### src/htfd_pkg.sv
// Shared types, codes and the CRC-8 step function for the humidity/temperature frame decoder.
package htfd_pkg;

    // CRC-8, polynomial x^8+x^5+x^4+1, all-ones start value, MSB first
    localparam logic [7:0] CRC_INIT   = 8'hFF;
    localparam logic [7:0] CRC_POLY   = 8'h31;

    // Scale factors and offset of the conversions (full scale is 65535)
    localparam logic [13:0] HUM_SCALE  = 14'd10000;
    localparam logic [14:0] TEMP_SCALE = 15'd17500;
    localparam logic [15:0] FULL_SCALE = 16'hFFFF;
    localparam logic [15:0] TEMP_OFFS  = 16'd4500;

    // Product width: 16-bit word times a scale below 2^15
    localparam int PROD_W = 31;

    // Position of the next byte in the six-byte frame
    typedef enum logic [2:0] {
        POS_HUM_HI,
        POS_HUM_LO,
        POS_HUM_CRC,
        POS_TMP_HI,
        POS_TMP_LO,
        POS_TMP_CRC
    } byte_pos_t;

    // Result status codes
    typedef enum logic [1:0] {
        STATUS_OK       = 2'd0,
        STATUS_HUM_BAD  = 2'd1,
        STATUS_TEMP_BAD = 2'd2
    } status_t;

    // Checked frame handed from the framer to the scaling pipeline
    typedef struct packed {
        logic [15:0] hum_word;
        logic [15:0] temp_word;
        status_t     status;
    } frame_word_t;

    // One byte through the CRC register, eight shift steps
    function automatic logic [7:0] crc_feed(input logic [7:0] crc, input logic [7:0] b);
        logic [7:0] c;
        c = crc ^ b;
        for (int i = 0; i < 8; i++) begin
            if (c[7]) begin
                c = {c[6:0], 1'b0} ^ CRC_POLY;
            end else begin
                c = {c[6:0], 1'b0};
            end
        end
        return c;
    endfunction

endpackage

### src/htfd_framer.sv
// Byte framer: tracks the frame position, runs the CRC and collects both words.
module htfd_framer
    import htfd_pkg::*;
(
    input  logic        aclk,
    input  logic        aresetn,
    input  logic        s_valid,
    output logic        s_ready,
    input  logic [7:0]  s_data_byte,
    input  logic        s_frame_start,
    output logic        frm_valid,
    input  logic        frm_ready,
    output frame_word_t frm_data
);

    byte_pos_t   pos_reg, pos_next;
    logic [7:0]  crc_reg, crc_next;
    logic [7:0]  high_reg, high_next;
    logic [15:0] hum_reg, hum_next;
    logic        hum_bad_reg, hum_bad_next;
    logic        valid_reg, valid_next;
    frame_word_t data_reg, data_next;

    byte_pos_t   pos_cur;
    logic        accept;

    assign s_ready   = !valid_reg || frm_ready;
    assign accept    = s_valid && s_ready;
    assign frm_valid = valid_reg;
    assign frm_data  = data_reg;

    // State registers
    always_ff @(posedge aclk) begin
        if (!aresetn) begin
            pos_reg     <= POS_HUM_HI;
            crc_reg     <= CRC_INIT;
            high_reg    <= '0;
            hum_reg     <= '0;
            hum_bad_reg <= 1'b0;
            valid_reg   <= 1'b0;
        end else begin
            pos_reg     <= pos_next;
            crc_reg     <= crc_next;
            high_reg    <= high_next;
            hum_reg     <= hum_next;
            hum_bad_reg <= hum_bad_next;
            valid_reg   <= valid_next;
        end
    end

    // Result payload, no reset
    always_ff @(posedge aclk) begin
        data_reg <= data_next;
    end

    // Next state: start flag forces byte 0
    always_comb begin
        pos_cur      = s_frame_start ? POS_HUM_HI : pos_reg;
        pos_next     = pos_reg;
        crc_next     = crc_reg;
        high_next    = high_reg;
        hum_next     = hum_reg;
        hum_bad_next = hum_bad_reg;
        valid_next   = valid_reg && !frm_ready;
        data_next    = data_reg;
        if (accept) begin
            unique case (pos_cur) inside
                POS_HUM_HI, POS_TMP_HI: begin
                    high_next = s_data_byte;
                    crc_next  = crc_feed(CRC_INIT, s_data_byte);
                    pos_next  = (pos_cur == POS_HUM_HI) ? POS_HUM_LO : POS_TMP_LO;
                end
                POS_HUM_LO: begin
                    hum_next = {high_reg, s_data_byte};
                    crc_next = crc_feed(crc_reg, s_data_byte);
                    pos_next = POS_HUM_CRC;
                end
                POS_HUM_CRC: begin
                    hum_bad_next = (s_data_byte != crc_reg);
                    crc_next     = CRC_INIT;
                    pos_next     = POS_TMP_HI;
                end
                POS_TMP_LO: begin
                    // temperature word goes straight into the result
                    data_next.temp_word = {high_reg, s_data_byte};
                    crc_next            = crc_feed(crc_reg, s_data_byte);
                    pos_next            = POS_TMP_CRC;
                end
                POS_TMP_CRC: begin
                    data_next.hum_word = hum_reg;
                    if (hum_bad_reg) begin
                        data_next.status = STATUS_HUM_BAD;
                    end else if (s_data_byte != crc_reg) begin
                        data_next.status = STATUS_TEMP_BAD;
                    end else begin
                        data_next.status = STATUS_OK;
                    end
                    crc_next   = CRC_INIT;
                    pos_next   = POS_HUM_HI;
                    valid_next = 1'b1;
                end
                default: begin
                    // unused position codes behave as byte 0
                    high_next = s_data_byte;
                    crc_next  = crc_feed(CRC_INIT, s_data_byte);
                    pos_next  = POS_HUM_LO;
                end
            endcase
        end
    end

endmodule

### src/htfd_scale.sv
// Two-stage conversion: constant multiply, then exact divide by 65535 and offset.
module htfd_scale
    import htfd_pkg::*;
(
    input  logic               aclk,
    input  logic               aresetn,
    input  logic               frm_valid,
    output logic               frm_ready,
    input  frame_word_t        frm_data,
    output logic               m_valid,
    input  logic               m_ready,
    output logic [13:0]        m_humidity_centi,
    output logic signed [14:0] m_temperature_centi,
    output logic [1:0]         m_status
);

    logic              prod_valid_reg;
    logic [PROD_W-1:0] hum_prod_reg;
    logic [PROD_W-1:0] temp_prod_reg;
    status_t           prod_status_reg;

    logic              out_valid_reg;
    logic [13:0]       hum_out_reg;
    logic [14:0]       temp_out_reg;
    status_t           status_out_reg;

    logic              out_adv;
    logic              prod_adv;
    logic [14:0]       hum_q;
    logic [14:0]       temp_q;
    logic [15:0]       temp_s;

    // floor(x / 65535) for x < 2^31: x = q0*65536 + lo, remainder guess lo + q0
    function automatic logic [14:0] div_full_scale(input logic [PROD_W-1:0] x);
        logic [14:0] q0;
        logic [16:0] rem;
        q0  = x[PROD_W-1:16];
        rem = {1'b0, x[15:0]} + {2'b00, q0};
        return q0 + 15'(rem >= {1'b0, FULL_SCALE});
    endfunction

    assign out_adv   = !out_valid_reg || m_ready;
    assign prod_adv  = !prod_valid_reg || out_adv;
    assign frm_ready = prod_adv;

    // Stage valid bits
    always_ff @(posedge aclk) begin
        if (!aresetn) begin
            prod_valid_reg <= 1'b0;
            out_valid_reg  <= 1'b0;
        end else begin
            if (prod_adv) begin
                prod_valid_reg <= frm_valid;
            end
            if (out_adv) begin
                out_valid_reg <= prod_valid_reg;
            end
        end
    end

    // Stage 1: scale products, both operands widened to the product width
    always_ff @(posedge aclk) begin
        if (prod_adv && frm_valid) begin
            hum_prod_reg    <= PROD_W'(frm_data.hum_word) * PROD_W'(HUM_SCALE);
            temp_prod_reg   <= PROD_W'(frm_data.temp_word) * PROD_W'(TEMP_SCALE);
            prod_status_reg <= frm_data.status;
        end
    end

    // Stage 2: divide by full scale, apply temperature offset
    assign hum_q  = div_full_scale(hum_prod_reg);
    assign temp_q = div_full_scale(temp_prod_reg);
    assign temp_s = {1'b0, temp_q} - TEMP_OFFS;

    always_ff @(posedge aclk) begin
        if (out_adv && prod_valid_reg) begin
            hum_out_reg    <= hum_q[13:0];
            temp_out_reg   <= temp_s[14:0];
            status_out_reg <= prod_status_reg;
        end
    end

    assign m_valid             = out_valid_reg;
    assign m_humidity_centi    = hum_out_reg;
    assign m_temperature_centi = temp_out_reg;
    assign m_status            = status_out_reg;

endmodule

### src/humidity_temp_frame_decoder.sv
// Top level of the humidity/temperature sensor frame decoder.
//
//  channel | direction | handshake          | payload
//  s_      | in        | s_valid / s_ready  | data_byte[7:0], frame_start
//  m_      | out       | m_valid / m_ready  | humidity_centi[13:0], temperature_centi[14:0] s,
//          |           |                    | status[1:0]
//
// One byte is taken per cycle while s_ready is high; the framer and two scaling stages are
// each one register deep. The sixth byte loads the framer register at its accepting edge;
// the multiply and divide registers follow, and m_valid rises once the divide register loads.
// Synchronous active-low reset clears the frame position, CRC and all valid flags.
// A stalled output holds its transaction; stages upstream keep filling until each is full.
module humidity_temp_frame_decoder
    import htfd_pkg::*;
(
    input  logic               aclk,
    input  logic               aresetn,
    input  logic               s_valid,
    output logic               s_ready,
    input  logic [7:0]         s_data_byte,
    input  logic               s_frame_start,
    output logic               m_valid,
    input  logic               m_ready,
    output logic [13:0]        m_humidity_centi,
    output logic signed [14:0] m_temperature_centi,
    output logic [1:0]         m_status
);

    logic        frm_valid;
    logic        frm_ready;
    frame_word_t frm_data;

    // Byte framing and CRC check
    htfd_framer u_framer (
        .aclk          (aclk),
        .aresetn       (aresetn),
        .s_valid       (s_valid),
        .s_ready       (s_ready),
        .s_data_byte   (s_data_byte),
        .s_frame_start (s_frame_start),
        .frm_valid     (frm_valid),
        .frm_ready     (frm_ready),
        .frm_data      (frm_data)
    );

    // Unit conversion
    htfd_scale u_scale (
        .aclk                (aclk),
        .aresetn             (aresetn),
        .frm_valid           (frm_valid),
        .frm_ready           (frm_ready),
        .frm_data            (frm_data),
        .m_valid             (m_valid),
        .m_ready             (m_ready),
        .m_humidity_centi    (m_humidity_centi),
        .m_temperature_centi (m_temperature_centi),
        .m_status            (m_status)
    );

endmodule
### config.mk
export PLATFORM = sky130hd
export DESIGN_NAME = humidity_temp_frame_decoder
export DESIGN_NICKNAME = d
export VERILOG_FILES = /design/src/htfd_pkg.sv /design/src/htfd_framer.sv /design/src/htfd_scale.sv /design/src/humidity_temp_frame_decoder.sv
export SDC_FILE = /design/constraint.sdc
export NUM_CORES = 1
export LEC_CHECK = 0
export BUFFER_PORTS_ARGS = -buffer_cell sky130_fd_sc_hd__buf_2
export CAP_MARGIN = 25
export CORE_MARGIN = 4
export CORE_UTILIZATION = 57
export CTS_CLUSTER_SIZE = 24
export DETAILED_ROUTE_END_ITERATION = 12
export PLACE_DENSITY = 0.74
export SKIP_CTS_REPAIR_TIMING = 1
export SYNTH_ARGS = -nofsm -noshare
export SYNTH_HDL_FRONTEND = slang
export SYNTH_SLANG_ARGS = --single-unit
### constraint.sdc
create_clock -name aclk -period 7.7 [get_ports aclk]
set_input_delay 0 -clock aclk [delete_from_list [all_inputs] [get_ports aclk]]
set_output_delay 0 -clock aclk [all_outputs]
set_load 0.01 [all_outputs]
==> reports/qor.csv <==
metric,value,unit
library cells used by synthesis,66,
DR vias/cell,5.488,
leakage,6.383,nW
cts bufs inserted,17,
Layout Skew,0.01050,ns
Cell Rows,55,
DRT Wirelength,24950,µm
DRC,0,
critical path arrival,5.10,ns
DR iter-0 viols,631,
status,"finished, final reports clean",
root buf cell,clkbuf_16,
CP Max Fanout,6,
Final Util,0.6305,
first-pass GRT wire length,43130,µm
worst-skew pair later-pin latency,0.43,ns
Post-Syn Nets,1514,
Pwr Density,133.3,mW/mm²
Slew Limit Fails,0,
final setup TNS,0,ns
number of synthesized register bits,161,
Mapped Area,0.01304,mm²
Seq pwr share,0.497,
detailed placement HPWL,19870,µm
NetSw,0.4707,mW
worst slew pin tran,0.9824,ns
CP endpoint kind,flop,
crit path kind,flop to flop,
synthesized area per cell,10.65,µm²
largest net degree at the start of global routing,58,
Crit path buffers/inverters,4,
TritonCTS clock tree,done,
Slew HR,0.3436,
Port Buf Inserts,45,
number of max-cap violations,0,
Routed Antenna Nets,0,
initial antenna violation count,0,
CP required,7.88,ns
I/O pins,46,
Setup Viol. Count Final,0,
Initial Util,0.5775,
Largest register FFs,34,
Tcrit/Tclk final,0.6389,
max incr delay on CP,0.53,ns
clock share of power,0.438,
Core Box Area,0.02257,mm²
Die X,159.2,µm
clk buf depth,2,
maximum vdd ir drop,134.2,µV
top_reg_cell synth,edfxtp_1,
combinational share of power,0.065,
P_int,1.426,mW
number of synthesized flops with an enable pin,122,
average routed wire per standard cell,15.85,µm
"Reg clk slew, reported paths",0.07,ns
die height,159.2,µm
GR Util All Layers,0.2060,
Worst path slowest cell,edfxtp_1,
placer congestion estimate,0.9177,
CP Cell Sequence,ha_1 -> inv_1 -> fa_1 -> inv_1 -> ha_1 -> fa_1 -> inv_1 -> fa_1 -> inv_1 -> ha_1 -> nand2_1 -> nor3_1 -> a211oi_2 -> o31ai_2 -> a221o_1 -> a21oi_1 -> xnor2_1,
Final nets,1566,
fin crit period,4.920,ns
DIE AREA,0.02535,mm²
Placed Cells,1534,
grt ovf,0,
share of layout cells above drive strength 1,0.08379,
Reg2Reg Depth,17,
Sink Count,161,
antenna diode instance count,0,
Crit path top cell by count,inv_1,
fin cells,1574,
vias in the first global route,8879,
Hold WC Path Type,primary input to flop,
Vias,8638,
sequential area share after synthesis,0.3409,
RSZ-0062 raised after global routing,false,
final hold slack,0.0003732,ns
WP depth,17,
Max H-tree Level,4,
crit path launch type,flop,
cell family with most CP delay,adder cells,
Fin. Hold Viols,0,
YS warnings,0,
fmax,203.3,MHz
Mapped Cells,1224,
Switching Share,0.2481,
area grow syn2layout,9.186,%
async set-reset flop share out of synthesis,0,
DRT Pass-1 Iters,5,
hold path depth,3,
## worst paths after layout
| check | from | end | slack (ns) |
|---|---|---|---|
| max | u_framer.frm_data[13]$_DFFE_PP_ | u_scale.temp_prod_reg[24]$_DFFE_PP_ | 2.78 |
| min | m_ready | u_scale.m_valid$_SDFFE_PN0P_ | 0.0004 |
| max reg2reg | u_framer.frm_data[13]$_DFFE_PP_ | u_scale.temp_prod_reg[24]$_DFFE_PP_ | 2.78 |
| min reg2reg | u_scale.prod_status_reg[0]$_DFFE_PP_ | u_scale.m_status[0]$_DFFE_PP_ | 0.43 |
## routing by layer
metal  track usage  routed length [µm]  vias up
met4       0.07574                 643        0
met3       0.02951                1006       42
met5             0                   0        -
li1              -                   -     4299
met2        0.3302               11430      194
met1        0.2879               11870     4103
## through the flow
step / setup slack [ns] / power (mW) / instance area [µm²]
finish: 2.780 / 1.897 / 14230
global route: 2.528 / 1.963 / 14230
CTS: 2.791 / 1.909 / 14150
floorplan: 2.469 / 1.059 / 13040
global placement: 2.955 / 1.079 / 13560
detailed placement: 2.875 / 1.081 / 13560
## synthesized netlist by cell type, types with 4 or more instances
library cell	n	area, µm²
a21oi_1	52	260.3
a221oi_1	7	61.31
xor2_1	27	236.5
nor2b_1	13	81.33
buf_2	9	45.04
fa_1	82	1642
a21o_1	18	135.1
a211oi_1	8	60.06
edfxtp_1	122	3664
nand2b_1	7	43.79
nor4_1	5	31.28
or2_2	6	37.54
nand2_1	81	304.0
inv_1	215	807.0
a31oi_1	7	43.79
o21a_1	12	90.09
clkbuf_1	13	48.80
o22a_1	4	35.03
nand4_1	10	62.56
dfxtp_1	39	780.8
xnor2_1	73	639.4
and2_1	5	31.28
o211ai_1	5	37.54
a21boi_0	29	217.7
ha_1	195	2440
o21ai_0	28	140.1
o21bai_1	7	52.55
nor3_1	15	75.07
nor2_1	45	168.9
nand3_1	15	75.07
and3_1	11	68.82
## worst min-delay path, delay by kind of cell
kind | cells | cell delay (ns)
AND/OR/NAND/NOR | 1 | 0.11
buffers and inverters | 1 | 0.08
AO/OA/AOI/OAI | 1 | 0.19
## layout by cell type, fill, tap and decap left out, types with 10 or more instances in the layout
master     netlist  routed
o21ai_0         28      28
and3_1          11      11
nand2_1         81      81
nand3_1         15      15
inv_1          215     215
xnor2_1         73      73
dfxtp_1         39      39
a21oi_1         52      52
nor2b_1         13      12
fa_1            82      82
clkbuf_16        0      17
xor2_1          27      27
a21boi_0        29      28
edfxtp_1       122     122
o21a_1          12      12
nor3_1          15      15
ha_1           195     195
nor2_1          45      45
buf_2            9      45
a21o_1          18      18
nand4_1         10      10
## cells by family (layout without fill, tap and decap cells)
logic type / count (synthesis) / count (layout) / share of synthesized area
flip-flops: 161 / 161 / 0.3409
adder cells (fa/ha/maj): 277 / 277 / 0.3131
XOR/XNOR: 104 / 104 / 0.07353
buffers and inverters: 238 / 303 / 0.06997
AO/OA/AOI/OAI: 218 / 218 / 0.1194
AND/OR/NAND/NOR: 226 / 226 / 0.08303
## final cells by class
type,count,area (µm²)
inverters,215,807.0
well taps,285,356.6
flip-flops and latches,161,4444
clock inverters,15,167.7
repair buffers,56,327.8
multi-input cells,825,7704
fillers,1767,8339
clock buffers,17,425.4
## power groups by stage
stage,registers [mW],logic [mW],clock network [mW]
floorplan,0.959,0.101,0
global placement,0.963,0.116,0
detailed placement,0.963,0.118,0
CTS,0.943,0.119,0.846
global route,0.944,0.136,0.884
finish,0.944,0.123,0.831
Power figures use the tool's default switching activity.
